$ cat config.mk
export PLATFORM = sky130hd
export DESIGN_NAME = process_queue_with_removal_unit_flat
export DESIGN_NICKNAME = d
export VERILOG_FILES = /design/src/rtl/pqr_pkg.sv /design/src/rtl/pqr_cmd_if.sv /design/src/rtl/pqr_res_if.sv /design/src/rtl/process_queue_with_removal_unit.sv /design/src/rtl/pqr_cell.sv /design/src/flat_wrapper.sv
export VERILOG_INCLUDE_DIRS = /design/src /design/src/rtl
export SDC_FILE = /design/constraint.sdc
export NUM_CORES = 2
export LEC_CHECK = 0
export BUFFER_PORTS_ARGS = -buffer_cell sky130_fd_sc_hd__buf_2
export CORE_MARGIN = 4
export CORE_UTILIZATION = 25
export DETAILED_ROUTE_END_ITERATION = 16
export PLACE_DENSITY_LB_ADDON = 0.1
export SETUP_SLACK_MARGIN = 0.2
export SYNTH_ARGS = -nofsm -noshare
export SYNTH_HDL_FRONTEND = slang
export SYNTH_SLANG_ARGS = --single-unit
$ cat constraint.sdc
create_clock -name clk_i -period 17.3 [get_ports clk_i]
set_clock_uncertainty 0.1 [all_clocks]
set_input_delay 3.46 -clock clk_i [delete_from_list [all_inputs] [get_ports clk_i]]
set_output_delay 3.46 -clock clk_i [all_outputs]
set_load 0.01 [all_outputs]
$ cat src/rtl/process_queue_with_removal_unit_assert.svh
// ----------------------------------------------------------------------------
// process queue assertion macros
// concurrent assertion helpers, removable with NO_ASSERTIONS
// ----------------------------------------------------------------------------
`ifndef PROCESS_QUEUE_WITH_REMOVAL_UNIT_ASSERT_SVH
`define PROCESS_QUEUE_WITH_REMOVAL_UNIT_ASSERT_SVH

`ifndef NO_ASSERTIONS
// checked property, disabled while reset is asserted
`define PQR_ASSERT(label, clk, rst_n, prop, msg) \
  label: assert property (@(posedge clk) disable iff (!rst_n) prop) else $error(msg);
// checked property, also during reset
`define PQR_ASSERT_ALWAYS(label, clk, prop, msg) \
  label: assert property (@(posedge clk) prop) else $error(msg);
`else
`define PQR_ASSERT(label, clk, rst_n, prop, msg)
`define PQR_ASSERT_ALWAYS(label, clk, prop, msg)
`endif

`endif

$ cat src/rtl/pqr_pkg.sv
// ----------------------------------------------------------------------------
// pqr_pkg
// shared types and codes of the process queue
// ----------------------------------------------------------------------------
package pqr_pkg;

  typedef enum logic [1:0] {
    OP_PUSH     = 2'd0,
    OP_POP      = 2'd1,
    OP_DEL_NAME = 2'd2,
    OP_DEL_PID  = 2'd3
  } pqr_op_e;

  typedef enum logic [1:0] {
    STAT_OK        = 2'd0,
    STAT_EMPTY     = 2'd1,
    STAT_FULL      = 2'd2,
    STAT_NOT_FOUND = 2'd3
  } pqr_status_e;

  typedef enum logic [1:0] {
    S_IDLE,
    S_ROTATE,
    S_HOLD
  } pqr_state_e;

  typedef struct packed {
    logic [63:0] name;
    logic [7:0]  prio;
    logic [21:0] pid;
    logic [30:0] runtime;
  } pqr_rec_t;

  typedef struct packed {
    pqr_status_e status;
    pqr_rec_t    rec;
  } pqr_result_t;

  // per-cycle control broadcast to every cell
  typedef struct packed {
    logic push;   // load the pushed record into the cell at the fill index
    logic shift;  // move every record one cell toward the head
    logic wrap;   // head record re-enters at the tail during a shift
  } pqr_cell_ctrl_t;

endpackage

$ cat src/rtl/pqr_cmd_if.sv
// ----------------------------------------------------------------------------
// pqr_cmd_if
// command channel of the process queue: valid/ready plus command payload
// ----------------------------------------------------------------------------
interface pqr_cmd_if;
  logic        valid;
  logic        ready;
  logic [1:0]  op;
  logic [63:0] name_key;
  logic [7:0]  prio_in;
  logic [21:0] pid_in;
  logic [30:0] runtime_in;

  modport source (
    output valid, op, name_key, prio_in, pid_in, runtime_in,
    input  ready
  );
  modport sink (
    input  valid, op, name_key, prio_in, pid_in, runtime_in,
    output ready
  );
endinterface

$ cat src/rtl/pqr_res_if.sv
// ----------------------------------------------------------------------------
// pqr_res_if
// result channel of the process queue: valid/ready plus status and record
// ----------------------------------------------------------------------------
interface pqr_res_if;
  logic        valid;
  logic        ready;
  logic [1:0]  status;
  logic [63:0] name_out;
  logic [7:0]  prio_out;
  logic [21:0] pid_out;
  logic [30:0] runtime_out;

  modport source (
    output valid, status, name_out, prio_out, pid_out, runtime_out,
    input  ready
  );
  modport sink (
    input  valid, status, name_out, prio_out, pid_out, runtime_out,
    output ready
  );
endinterface

$ cat src/rtl/process_queue_with_removal_unit.sv
// ----------------------------------------------------------------------------
// process_queue_with_removal_unit
// order-keeping queue of process records with pop and delete by name or pid
// ----------------------------------------------------------------------------
// usage
//   cmd_i carries one command per transaction: push, pop oldest, delete by
//   name or delete by pid. res_o returns exactly one result per command:
//   a status and, for a successful pop or delete, the removed record.
//   records live in a row of QUEUE_DEPTH cells, the oldest in cell 0.
//   push and the empty or full reports finish in the accepting cycle;
//   pop and delete first pass through the rotate state. a delete
//   rotates the whole row once through cell 0, one cell per cycle, where a
//   single comparator checks the key; the match is dropped instead of
//   re-entering at the tail, so the order of the rest is kept.
//   one command is in progress at a time; the next one is taken as soon as
//   the previous result sits in the output register, even while the
//   receiver stalls. so with a free output a command can follow every cycle
//   after a push or a report; after a pop or a delete the next command
//   waits until the rotation ends.
//   if the output register is still full when a result completes, it waits
//   in a holding register and cmd_i stays not ready.
//   reset empties the queue and clears the output valid; slot contents are
//   left as they are and never read before being written.
// ----------------------------------------------------------------------------
`include "process_queue_with_removal_unit_assert.svh"

module process_queue_with_removal_unit #(
  parameter int unsigned QUEUE_DEPTH = 16
) (
  input  logic     clk_i,
  input  logic     rst_ni,
  pqr_cmd_if.sink  cmd_i,
  pqr_res_if.source res_o
);

  localparam int unsigned OCC_W = $clog2(QUEUE_DEPTH + 1);

  // control state
  pqr_pkg::pqr_state_e state_q, state_d;
  logic [OCC_W-1:0]    occ_q, occ_d;       // number of records held
  logic [OCC_W-1:0]    cnt_q, cnt_d;       // rotate steps still to go
  logic                found_q, found_d;   // match already removed
  logic                out_valid_q, out_valid_d;

  // payload registers
  pqr_pkg::pqr_op_e    op_q;
  logic [63:0]         key_name_q;
  logic [21:0]         key_pid_q;
  pqr_pkg::pqr_rec_t   capt_q, capt_d;     // removed record
  pqr_pkg::pqr_result_t hold_q;            // finished result waiting for output
  pqr_pkg::pqr_result_t out_q, out_d;

  pqr_pkg::pqr_rec_t   cell_rec [QUEUE_DEPTH];
  pqr_pkg::pqr_rec_t   head;
  pqr_pkg::pqr_rec_t   cmd_rec;
  pqr_pkg::pqr_cell_ctrl_t ctrl;
  pqr_pkg::pqr_op_e    cmd_op;
  pqr_pkg::pqr_result_t done_res;

  logic cmd_fire;
  logic out_free;
  logic key_hit;
  logic hit;
  logic done;
  logic out_load;

  assign cmd_i.ready = (state_q == pqr_pkg::S_IDLE);
  assign cmd_fire    = cmd_i.valid && cmd_i.ready;
  assign cmd_op      = pqr_pkg::pqr_op_e'(cmd_i.op);
  assign out_free    = !out_valid_q || res_o.ready;

  assign cmd_rec.name    = cmd_i.name_key;
  assign cmd_rec.prio    = cmd_i.prio_in;
  assign cmd_rec.pid     = cmd_i.pid_in;
  assign cmd_rec.runtime = cmd_i.runtime_in;

  assign head = cell_rec[0];

  // ---- cell row ----
  // every cell takes its right neighbor on a shift; the last one has none
  // and takes the head record, which is never used there
  for (genvar i = 0; i < QUEUE_DEPTH; i++) begin : g_cell
    pqr_pkg::pqr_rec_t nbr;
    if (i == QUEUE_DEPTH - 1) begin : g_last
      assign nbr = head;
    end else begin : g_mid
      assign nbr = cell_rec[i+1];
    end
    pqr_cell #(
      .IDX   (i),
      .OCC_W (OCC_W)
    ) u_cell (
      .clk_i  (clk_i),
      .ctrl_i (ctrl),
      .occ_i  (occ_q),
      .next_i (nbr),
      .head_i (head),
      .push_i (cmd_rec),
      .rec_o  (cell_rec[i])
    );
  end

  // ---- key compare at the head cell ----
  always_comb begin
    unique case (op_q)
      pqr_pkg::OP_DEL_NAME: key_hit = (head.name == key_name_q);
      pqr_pkg::OP_DEL_PID:  key_hit = (head.pid == key_pid_q);
      pqr_pkg::OP_POP:      key_hit = 1'b1;
      default:              key_hit = 1'b0;
    endcase
  end

  // only the oldest match is removed
  assign hit = (state_q == pqr_pkg::S_ROTATE) && !found_q && key_hit;

  // ---- next state and cell control ----
  always_comb begin
    state_d    = state_q;
    occ_d      = occ_q;
    cnt_d      = cnt_q;
    found_d    = found_q;
    capt_d     = capt_q;
    ctrl       = '0;
    done       = 1'b0;
    done_res   = '0;

    unique case (state_q)
      pqr_pkg::S_IDLE: begin
        if (cmd_fire) begin
          unique case (cmd_op)
            pqr_pkg::OP_PUSH: begin
              done = 1'b1;
              if (occ_q == OCC_W'(QUEUE_DEPTH)) begin
                done_res.status = pqr_pkg::STAT_FULL;
              end else begin
                ctrl.push       = 1'b1;
                occ_d           = occ_q + OCC_W'(1);
                done_res.status = pqr_pkg::STAT_OK;
              end
            end
            pqr_pkg::OP_POP, pqr_pkg::OP_DEL_NAME, pqr_pkg::OP_DEL_PID: begin
              if (occ_q == '0) begin
                done            = 1'b1;
                done_res.status = pqr_pkg::STAT_EMPTY;
              end else begin
                state_d = pqr_pkg::S_ROTATE;
                found_d = 1'b0;
                // pop removes the head in one step, no rotation needed
                cnt_d   = (cmd_op == pqr_pkg::OP_POP) ? OCC_W'(1) : occ_q;
              end
            end
          endcase
        end
      end

      pqr_pkg::S_ROTATE: begin
        ctrl.shift = 1'b1;
        ctrl.wrap  = !hit;  // matched record leaves the row
        cnt_d      = cnt_q - OCC_W'(1);
        if (hit) begin
          found_d = 1'b1;
          capt_d  = head;
          occ_d   = occ_q - OCC_W'(1);
        end
        if (cnt_q == OCC_W'(1)) begin
          done = 1'b1;
          if (hit) begin
            done_res.status = pqr_pkg::STAT_OK;
            done_res.rec    = head;
          end else if (found_q) begin
            done_res.status = pqr_pkg::STAT_OK;
            done_res.rec    = capt_q;
          end else begin
            done_res.status = pqr_pkg::STAT_NOT_FOUND;
          end
        end
      end

      pqr_pkg::S_HOLD: begin
        if (out_free) begin
          state_d = pqr_pkg::S_IDLE;
        end
      end

      default: begin
        state_d = pqr_pkg::S_IDLE;
      end
    endcase

    // a finished result goes straight out or waits in the hold register
    if (done) begin
      state_d = out_free ? pqr_pkg::S_IDLE : pqr_pkg::S_HOLD;
    end
  end

  // ---- output register ----
  assign out_load = out_free && (done || (state_q == pqr_pkg::S_HOLD));
  assign out_d    = (state_q == pqr_pkg::S_HOLD) ? hold_q : done_res;

  always_comb begin
    out_valid_d = out_valid_q;
    if (out_load) begin
      out_valid_d = 1'b1;
    end else if (res_o.ready) begin
      out_valid_d = 1'b0;
    end
  end

  always_ff @(posedge clk_i or negedge rst_ni) begin
    if (!rst_ni) begin
      state_q     <= pqr_pkg::S_IDLE;
      occ_q       <= '0;
      cnt_q       <= '0;
      found_q     <= 1'b0;
      out_valid_q <= 1'b0;
    end else begin
      state_q     <= state_d;
      occ_q       <= occ_d;
      cnt_q       <= cnt_d;
      found_q     <= found_d;
      out_valid_q <= out_valid_d;
    end
  end

  always_ff @(posedge clk_i) begin
    capt_q <= capt_d;
    if (cmd_fire) begin
      op_q       <= cmd_op;
      key_name_q <= cmd_i.name_key;
      key_pid_q  <= cmd_i.pid_in;
    end
    if (done && !out_free) begin
      hold_q <= done_res;
    end
    if (out_load) begin
      out_q <= out_d;
    end
  end

  assign res_o.valid       = out_valid_q;
  assign res_o.status      = out_q.status;
  assign res_o.name_out    = out_q.rec.name;
  assign res_o.prio_out    = out_q.rec.prio;
  assign res_o.pid_out     = out_q.rec.pid;
  assign res_o.runtime_out = out_q.rec.runtime;

  // ---- assertions ----
  `PQR_ASSERT(a_occ_bound, clk_i, rst_ni, occ_q <= OCC_W'(QUEUE_DEPTH), "occupancy over depth")
  `PQR_ASSERT(a_rotate_cnt, clk_i, rst_ni, (state_q == pqr_pkg::S_ROTATE) |-> (cnt_q != '0), "rotate with no steps left")
  `PQR_ASSERT(a_hit_dec, clk_i, rst_ni, hit |=> (occ_q == $past(occ_q) - OCC_W'(1)), "removal did not shrink queue")
  `PQR_ASSERT(a_hold_valid, clk_i, rst_ni, (state_q == pqr_pkg::S_HOLD) |-> out_valid_q, "result held with free output")

endmodule

$ cat src/rtl/pqr_cell.sv
// ----------------------------------------------------------------------------
// pqr_cell
// one queue slot: holds a record, takes its neighbor's record on a shift
// ----------------------------------------------------------------------------
module pqr_cell #(
  parameter int unsigned IDX   = 0,
  parameter int unsigned OCC_W = 5
) (
  input  logic                   clk_i,
  input  pqr_pkg::pqr_cell_ctrl_t ctrl_i,
  input  logic [OCC_W-1:0]       occ_i,
  input  pqr_pkg::pqr_rec_t      next_i,
  input  pqr_pkg::pqr_rec_t      head_i,
  input  pqr_pkg::pqr_rec_t      push_i,
  output pqr_pkg::pqr_rec_t      rec_o
);

  pqr_pkg::pqr_rec_t rec_q, rec_d;
  logic              is_tail;
  logic              is_fill;

  // last occupied slot, and first free slot
  assign is_tail = (occ_i == OCC_W'(IDX + 1));
  assign is_fill = (occ_i == OCC_W'(IDX));

  always_comb begin
    rec_d = rec_q;
    if (ctrl_i.shift) begin
      rec_d = (is_tail && ctrl_i.wrap) ? head_i : next_i;
    end else if (ctrl_i.push && is_fill) begin
      rec_d = push_i;
    end
  end

  always_ff @(posedge clk_i) begin
    rec_q <= rec_d;
  end

  assign rec_o = rec_q;

endmodule

$ cat src/flat_wrapper.sv
// flat-port wrapper written by rule: the top's interface ports become plain ports
module process_queue_with_removal_unit_flat 
#(
  parameter int unsigned QUEUE_DEPTH = 16
)
  (clk_i, rst_ni, cmd_i_valid, cmd_i_op, cmd_i_name_key, cmd_i_prio_in, cmd_i_pid_in, cmd_i_runtime_in, cmd_i_ready, res_o_valid, res_o_status, res_o_name_out, res_o_prio_out, res_o_pid_out, res_o_runtime_out, res_o_ready);
  pqr_cmd_if cmd_i_i ();
  pqr_res_if res_o_i ();
  input  logic clk_i;
  input  logic rst_ni;
  input wire logic [$bits(cmd_i_i.valid)-1:0] cmd_i_valid;
  input wire logic [$bits(cmd_i_i.op)-1:0] cmd_i_op;
  input wire logic [$bits(cmd_i_i.name_key)-1:0] cmd_i_name_key;
  input wire logic [$bits(cmd_i_i.prio_in)-1:0] cmd_i_prio_in;
  input wire logic [$bits(cmd_i_i.pid_in)-1:0] cmd_i_pid_in;
  input wire logic [$bits(cmd_i_i.runtime_in)-1:0] cmd_i_runtime_in;
  output wire logic [$bits(cmd_i_i.ready)-1:0] cmd_i_ready;
  output wire logic [$bits(res_o_i.valid)-1:0] res_o_valid;
  output wire logic [$bits(res_o_i.status)-1:0] res_o_status;
  output wire logic [$bits(res_o_i.name_out)-1:0] res_o_name_out;
  output wire logic [$bits(res_o_i.prio_out)-1:0] res_o_prio_out;
  output wire logic [$bits(res_o_i.pid_out)-1:0] res_o_pid_out;
  output wire logic [$bits(res_o_i.runtime_out)-1:0] res_o_runtime_out;
  input wire logic [$bits(res_o_i.ready)-1:0] res_o_ready;
  assign cmd_i_i.valid = cmd_i_valid;
  assign cmd_i_i.op = cmd_i_op;
  assign cmd_i_i.name_key = cmd_i_name_key;
  assign cmd_i_i.prio_in = cmd_i_prio_in;
  assign cmd_i_i.pid_in = cmd_i_pid_in;
  assign cmd_i_i.runtime_in = cmd_i_runtime_in;
  assign cmd_i_ready = cmd_i_i.ready;
  assign res_o_valid = res_o_i.valid;
  assign res_o_status = res_o_i.status;
  assign res_o_name_out = res_o_i.name_out;
  assign res_o_prio_out = res_o_i.prio_out;
  assign res_o_pid_out = res_o_i.pid_out;
  assign res_o_runtime_out = res_o_i.runtime_out;
  assign res_o_i.ready = res_o_ready;
  process_queue_with_removal_unit #(.QUEUE_DEPTH(QUEUE_DEPTH)) u_core (.clk_i(clk_i), .rst_ni(rst_ni), .cmd_i(cmd_i_i), .res_o(res_o_i));
endmodule
**Word-level counts from Yosys, hierarchy flattened**

Index checks and enable logic that the tools add are counted.

- Memory bits (read-only): 0
- Memory bits (writable): 0
- Register bits: 2,481
- Output and inout port bits: 129
- Input bits: 131
- Word-level logic and storage cells: 291
- Memories kept: 0
- Latch bits: 0

- Divide/modulo/power cells: 0
- Shifts and indexed selects: 0
- Multiply operators: 0
- Equality and inequality tests: 39
- Reductions and logical operators: 70
- Bitwise logic cells: 0
- Add/subtract/negate cells: 3
- Multiplexer cells: 93
- $lt $le $gt $ge: 0

Operators with widths:

| kind | number |
|---|---|
| $mux W125 | 49 |
| $mux W127 | 3 |
| $eq A64 B64 Y1 | 1 |
| $eq A5 B4 Y1 const B | 8 |
| $mux W5 | 8 |
| $logic_and A1 B1 Y1 | 36 |
| $reduce_bool A2 Y1 | 18 |
| $eq A22 B22 Y1 | 1 |
| $eq A5 B3 Y1 const B | 4 |
| $mux W2 | 10 |
| $pmux W5 S2 | 2 |
| $reduce_and A5 Y1 | 3 |
| $mux W1 | 14 |
| $ne A2 B2 Y1 const B | 6 |
| $eq A2 B2 Y1 const B | 5 |
| $eq A5 B1 Y1 const B | 2 |
| $eq A5 B2 Y1 const B | 2 |
| $sub A5 B1 Y5 const B | 2 |
| $ne A3 B3 Y1 const B | 3 |
| $pmux W2 S2 | 2 |
| $eq A2 B1 Y1 const B | 3 |
| $pmux W1 S2 | 3 |
| $pmux W2 S3 | 1 |
| $add A5 B1 Y5 const B | 1 |
| other kinds (11) | 18 |

**Logic depth before layout (Yosys ltp)**

- Depth in word-level cells: 8
- Mapped depth: 13
- Gate-level depth less buffers: 8

**Hierarchy**

Synthesis repeated with hierarchy kept, for this count alone.

- Cell total of the unflattened synthesis: 13,357
- Area total of the unflattened synthesis: 130,395.1 µm²

Modules (own cells, without submodules):

| module | cells each | seq. area each (µm²) | area an instance (µm²) | times used |
|---|---|---|---|---|
| pqr_cell at u_core.g_cell[10].u_cell ... | 714 | 3,753.6 | 6,710.2 | 3 |
| pqr_cell at u_core.g_cell[2].u_cell ... | 714 | 3,753.6 | 6,686.4 | 3 |
| process_queue_with_removal_unit | 1,291 | 14,373.8 | 19,099.6 | 1 |
| pqr_cell at u_core.g_cell[5].u_cell ... | 812 | 3,753.6 | 7,340.8 | 2 |
| pqr_cell at u_core.g_cell[11].u_cell | 839 | 3,753.6 | 7,485.9 | 1 |
| pqr_cell at u_core.g_cell[3].u_cell | 821 | 3,753.6 | 7,445.9 | 1 |
| pqr_cell at u_core.g_cell[1].u_cell | 825 | 3,753.6 | 7,362.1 | 1 |
| pqr_cell at u_core.g_cell[13].u_cell | 819 | 3,753.6 | 7,343.3 | 1 |
| pqr_cell at u_core.g_cell[15].u_cell | 714 | 3,753.6 | 6,732.7 | 1 |
| pqr_cell at u_core.g_cell[14].u_cell | 713 | 3,753.6 | 6,693.9 | 1 |
| pqr_cell at u_core.g_cell[7].u_cell | 714 | 3,753.6 | 6,690.2 | 1 |
| pqr_cell at u_core.g_cell[0].u_cell | 713 | 3,753.6 | 6,670.1 | 1 |

**Worst setup path before layout**

OpenSTA, ideal clock, no wires.

- Kind: in2reg
- Start: in cmd_i_valid
- End: reg u_core.g_cell[10].u_cell.rec_q, in the netlist u_core.g_cell[10].u_cell.rec_o[0] (enable)
- Arrival time: 19.559 ns
- Library setup time: 0.782 ns
- Stages on the path: 4
- Buffers on the path: 0
- Required time: 16.418 ns
- Setup slack: -3.141 ns
- Path through: nor3b_1 and2_1 nand3_1 o21ai_0

- Longest elaborated chain between the ends: 5

Ends and longest elaborated chain:

| what | RTL line | RTL |
|---|---|---|
| start, declared | flat_wrapper.sv:11 | `input wire logic [$bits(cmd_i_i.valid)-1:0] cmd_i_valid;` |
| $logic_and A1 B1 Y1 | process_queue_with_removal_unit.sv:68 | `assign cmd_fire = cmd_i.valid && cmd_i.ready;` |
| $mux W1 | process_queue_with_removal_unit.sv:129 | `if (cmd_fire) begin` |
| $mux W1 | process_queue_with_removal_unit.sv:127 | `unique case (state_q)` |
| $logic_and A1 B1 Y1 | pqr_cell.sv:30 | `end else if (ctrl_i.push && is_fill) begin` |
| $reduce_bool A2 Y1 (no source line) | n/a |  |
| end signal, assigned | pqr_cell.sv:36 | `rec_q <= rec_d;` |
| end, declared | pqr_cell.sv:18 | `pqr_pkg::pqr_rec_t rec_q, rec_d;` |

No other way between the ends.
A chain may end at the register's enable or synchronous reset.

**Final worst setup path**

- Start: in cmd_i_op[0]
- End: reg u_core.g_cell[3].u_cell.rec_q, in the netlist u_core.g_cell[3].u_cell.rec_o[66] (enable)

- Longest elaborated chain between the ends: 6

Ends and longest elaborated chain:

| what | RTL line | RTL |
|---|---|---|
| start, declared | flat_wrapper.sv:12 | `input wire logic [$bits(cmd_i_i.op)-1:0] cmd_i_op;` |
| $logic_not A2 Y1 | process_queue_with_removal_unit.sv:130 | `unique case (cmd_op)` |
| $mux W1 | process_queue_with_removal_unit.sv:130 |  |
| $mux W1 | process_queue_with_removal_unit.sv:129 |  |
| $mux W1 | process_queue_with_removal_unit.sv:127 |  |
| $logic_and A1 B1 Y1 | pqr_cell.sv:30 |  |
| $reduce_bool A2 Y1 (no source line) | n/a |  |
| end signal, assigned | pqr_cell.sv:36 |  |
| end, declared | pqr_cell.sv:18 |  |

No other way between the ends.

==> impl_metrics.tcl <==
set metrics [dict create \
    slew_viol_final 0 \
    syn_area_sq_mm 0.106 \
    clockRootBuffer "clkbuf_16" \
    final.min_clock_period_ns 7.36 \
    cts_resized 0 \
    critPathArrivalTime_ns 7.77 \
    initialDrtViolationCount 7028 \
    seq_area_frac_synth 0.705 \
    rows 238 \
    viasPerCell 5.32 \
    grt_max_degree 132 \
    required_ns 17.71 \
    min_path_cells 0 \
    syn2layout_area_growth_pct 14.5 \
    wl_per_cell_microns 33.2 \
    ys_ff_latch 2481 \
    post-cts-setup-buffer-count 0 \
    synth_cells 6833 \
    r2r-start "u_core.g_cell[0].u_cell.rec_o[122]$_DFFE_PP_" \
    syn_nets 6972 \
    drt-total-wl_microns 416000 \
    fillCellCount 42000 \
    crit_path_max_fanout 44 \
    vias 66600 \
    cts_tree "yes" \
    synth_commonest_cells "edfxtp_1 (2467), a221o_1 (1376), clkbuf_1 (725)" \
    hp-class "flip-flop to flip-flop" \
    setup_viol 0 \
    worst_slew_pin_slew_ns 1.33 \
    worstSetupStartpoint "cmd_i_op[0]" \
    hold_viol 0 \
    rr_worst_depth 11 \
    max_freq_mhz 136 \
    gr-total-overflow 0 \
    maxCapViolCount 0 \
    drc 0 \
    ioPinCount 260 \
    clk_latency_ns 0.92 \
    setup_ws_ns 9.94 \
    dieArea_sq_mm 0.433 \
    numCtsBuffers 302 \
    regArea_sq_mm 0.0744 \
    rsz0062_at_grt "no" \
    core_region_area_sq_mm 0.420 \
    slew_headroom 0.108 \
    gp_congestion 0.750 \
    clock_path_buffers 4 \
    fin_util 0.288 \
    cts_htree_levels 5 \
    dieHeight_microns 658 \
    worstSetupEndpointType "flip-flop" \
    synth-edff-count 2467 \
    synth.top_cell.area_share 0.702 \
    cts_num_sinks 2481 \
    r2r_end "u_core.g_cell[7].u_cell.rec_o[66]$_DFFE_PP_" \
    status "completed" \
    power_density_mw_per_mm2 222 \
    ant_nets 0 \
    hold_buffers 0 \
    yosysMostFrequentCell "edfxtp_1" \
    grt_pass1_vias 66700 \
    dp_slack_ns 8.89 \
    start_kind "input port" \
    synth.distinct_cells 50 \
    grt_pass1_wl_microns 574000 \
    min_from "u_core.g_cell[0].u_cell.rec_o[108]$_DFFE_PP_" \
    async_flop_share 0.00564 \
    portBuffers 259 \
    synthTopCellsByArea "edfxtp_1 (70%), a221o_1 (13%), mux2i_1 (3.6%), clkbuf_1 (2.6%), a21oi_1 (1.8%)" \
    clk_pin_slew_ns 0.06 \
    grt_use_total 0.184 \
    drive_gt1_frac 0.129 \
    peakVddDrop_v 0.000139 \
    yosys_warnings 0 \
    ys.flop_type "edfxtp_1" \
    worstHoldEndpoint "u_core.capt_q[108]$_DFFE_PP_" \
    antenna_found_initial 39 \
    drtPass1Iterations 5 \
    start_util 0.251 \
    die_x_microns 658 \
    postSynthAreaPerCell_sq_um 15.4 \
    multiInputGateArea_sq_mm 0.0269 \
    period_share 0.425 \
    fin_nets 6784 \
    rrSetupSlack_ns 10.52 \
    yosys.area.top_type "edfxtp_1" \
    power_leakage_nw 42.7 \
    critical_path_class "input port to flip-flop" \
    hpwl_microns 229000 \
]
[routing by layer]
layer,wire length [microns],track usage,part of all wire,vias up
li1,-,-,-,27700
met1,184000,0.251,0.44,36100
met2,201000,0.310,0.48,2346
met3,21200,0.0254,0.051,460
met4,10300,0.0438,0.025,4
met5,26,0,0.000062,-
[flip-flops by register name, summed over array words and instances, names as in the netlist]
signal and flops:
u_core.res_o.valid 1, u_core.state_q 2, u_core.found_q 1, u_core.key_pid_q 22
u_core.res_o.name_out 64, u_core.occ_q 5, u_core.op_q 2, u_core.res_o.pid_out 22
u_core.res_o.prio_out 8, u_core.res_o.status 2, u_core.key_name_q 64, u_core.hold_q 127
u_core.g_cell.u_cell.rec_o 2000, u_core.capt_q 125, u_core.res_o.runtime_out 31, u_core.cnt_q 5
[cell type report]
| cell class | instances | area share |
|---|---|---|
| diodes | 25 | 0.000518 |
| clock buffers | 379 | 0.0665 |
| clock inverters | 140 | 0.00801 |
| inverters | 136 | 0.00422 |
| multi-input cells | 3271 | 0.222 |
| flip-flops and latches | 2481 | 0.616 |
| well taps | 5640 | 0.0584 |
| repair buffers | 453 | 0.0241 |
[placed cells by master (no fill, tap or decap), drive strengths merged, types with 2 or more instances in the layout]
master,netlist,layout
clkinvlp,0,3
a31oi,2,2
nor3,3,3
nor4,11,11
a221o,1376,1376
mux2i,376,376
o211a,10,10
nand4,20,20
xnor2,67,67
a311oi,2,2
nand2,142,142
nand4b,2,2
inv,135,147
diode,0,25
xor2,11,11
o22ai,4,4
nand3,6,6
a22o,4,4
and3,5,5
edfxtp,2467,2467
ha,8,8
buf,220,453
nor2,152,152
o21ai,152,152
clkinv,1,118
nand2b,5,5
and2,127,127
o2111a,2,2
a21oi,382,382
clkbuf,725,379
a22oi,129,129
dfrtp,14,14
bufinv,0,8
nor2b,11,11
a21o,253,253
[per-stage QoR]
| step | area, sq um | power, mW | setup TNS, ns | hold slack, ns | instances |
|---|---|---|---|---|---|
| after floorplan | 106000 | 17.8 | -5488.00 | 0.324 | 6833 |
| after global placement | 112000 | 20.7 | 0 | 0.384 | 12000 |
| after detailed placement | 112000 | 20.8 | 0 | 0.398 | 12000 |
| after CTS | 121000 | 27.0 | 0 | 0.409 | 12500 |
| after global routing | 121000 | 28.0 | 0 | 0.422 | 12500 |
| final | 121000 | 26.8 | 0 | 0.408 | 12500 |
[power by group]
part	leakage (nW)	switching [mW]	internal, mW	total, mW
Clock	4.40	2.64	3.40	6.04
Combinational	12.3	5.33	3.11	8.44
Sequential	26.0	1.44	10.9	12.3
Total	42.7	9.41	17.4	26.8
[critical path, cell delays in order]
cell and delay [ns]:
buf_2 0.13, nor2_1 0.23, and2_1 0.35, nand3_1 0.33, o21ai_4 0.91, buf_4 0.81
buf_4 0.56, buf_4 0.82
[worst max path at each step]
stage                                                  end  slack, ns  cells after the start
3_3_place_gp   u_core.g_cell[3].u_cell.rec_o[76]$_DFFE_PP_       8.84                      8
3_5_place_dp   u_core.g_cell[3].u_cell.rec_o[66]$_DFFE_PP_       8.89                      8
2_1_floorplan  u_core.g_cell[10].u_cell.rec_o[0]$_DFFE_PP_      -3.14                      4
5_1_grt        u_core.g_cell[3].u_cell.rec_o[70]$_DFFE_PP_       9.83                      8
4_1_cts        u_core.g_cell[3].u_cell.rec_o[70]$_DFFE_PP_       9.89                      8
6_report       u_core.g_cell[3].u_cell.rec_o[66]$_DFFE_PP_       9.94                      8
[logic make-up after synthesis]
group                      Yosys count  share of synthesized area
muxes                              376                     0.0357
adders and majority gates            8                   0.000949
buffers and inverters             1081                     0.0435
xor gates and xnor gates            78                    0.00647
DFF                               2481                      0.705
and+or+nand+nor                    488                     0.0225
AOI/OAI and AO/OA                 2321                      0.185
(Power assumes the default switching activity.)
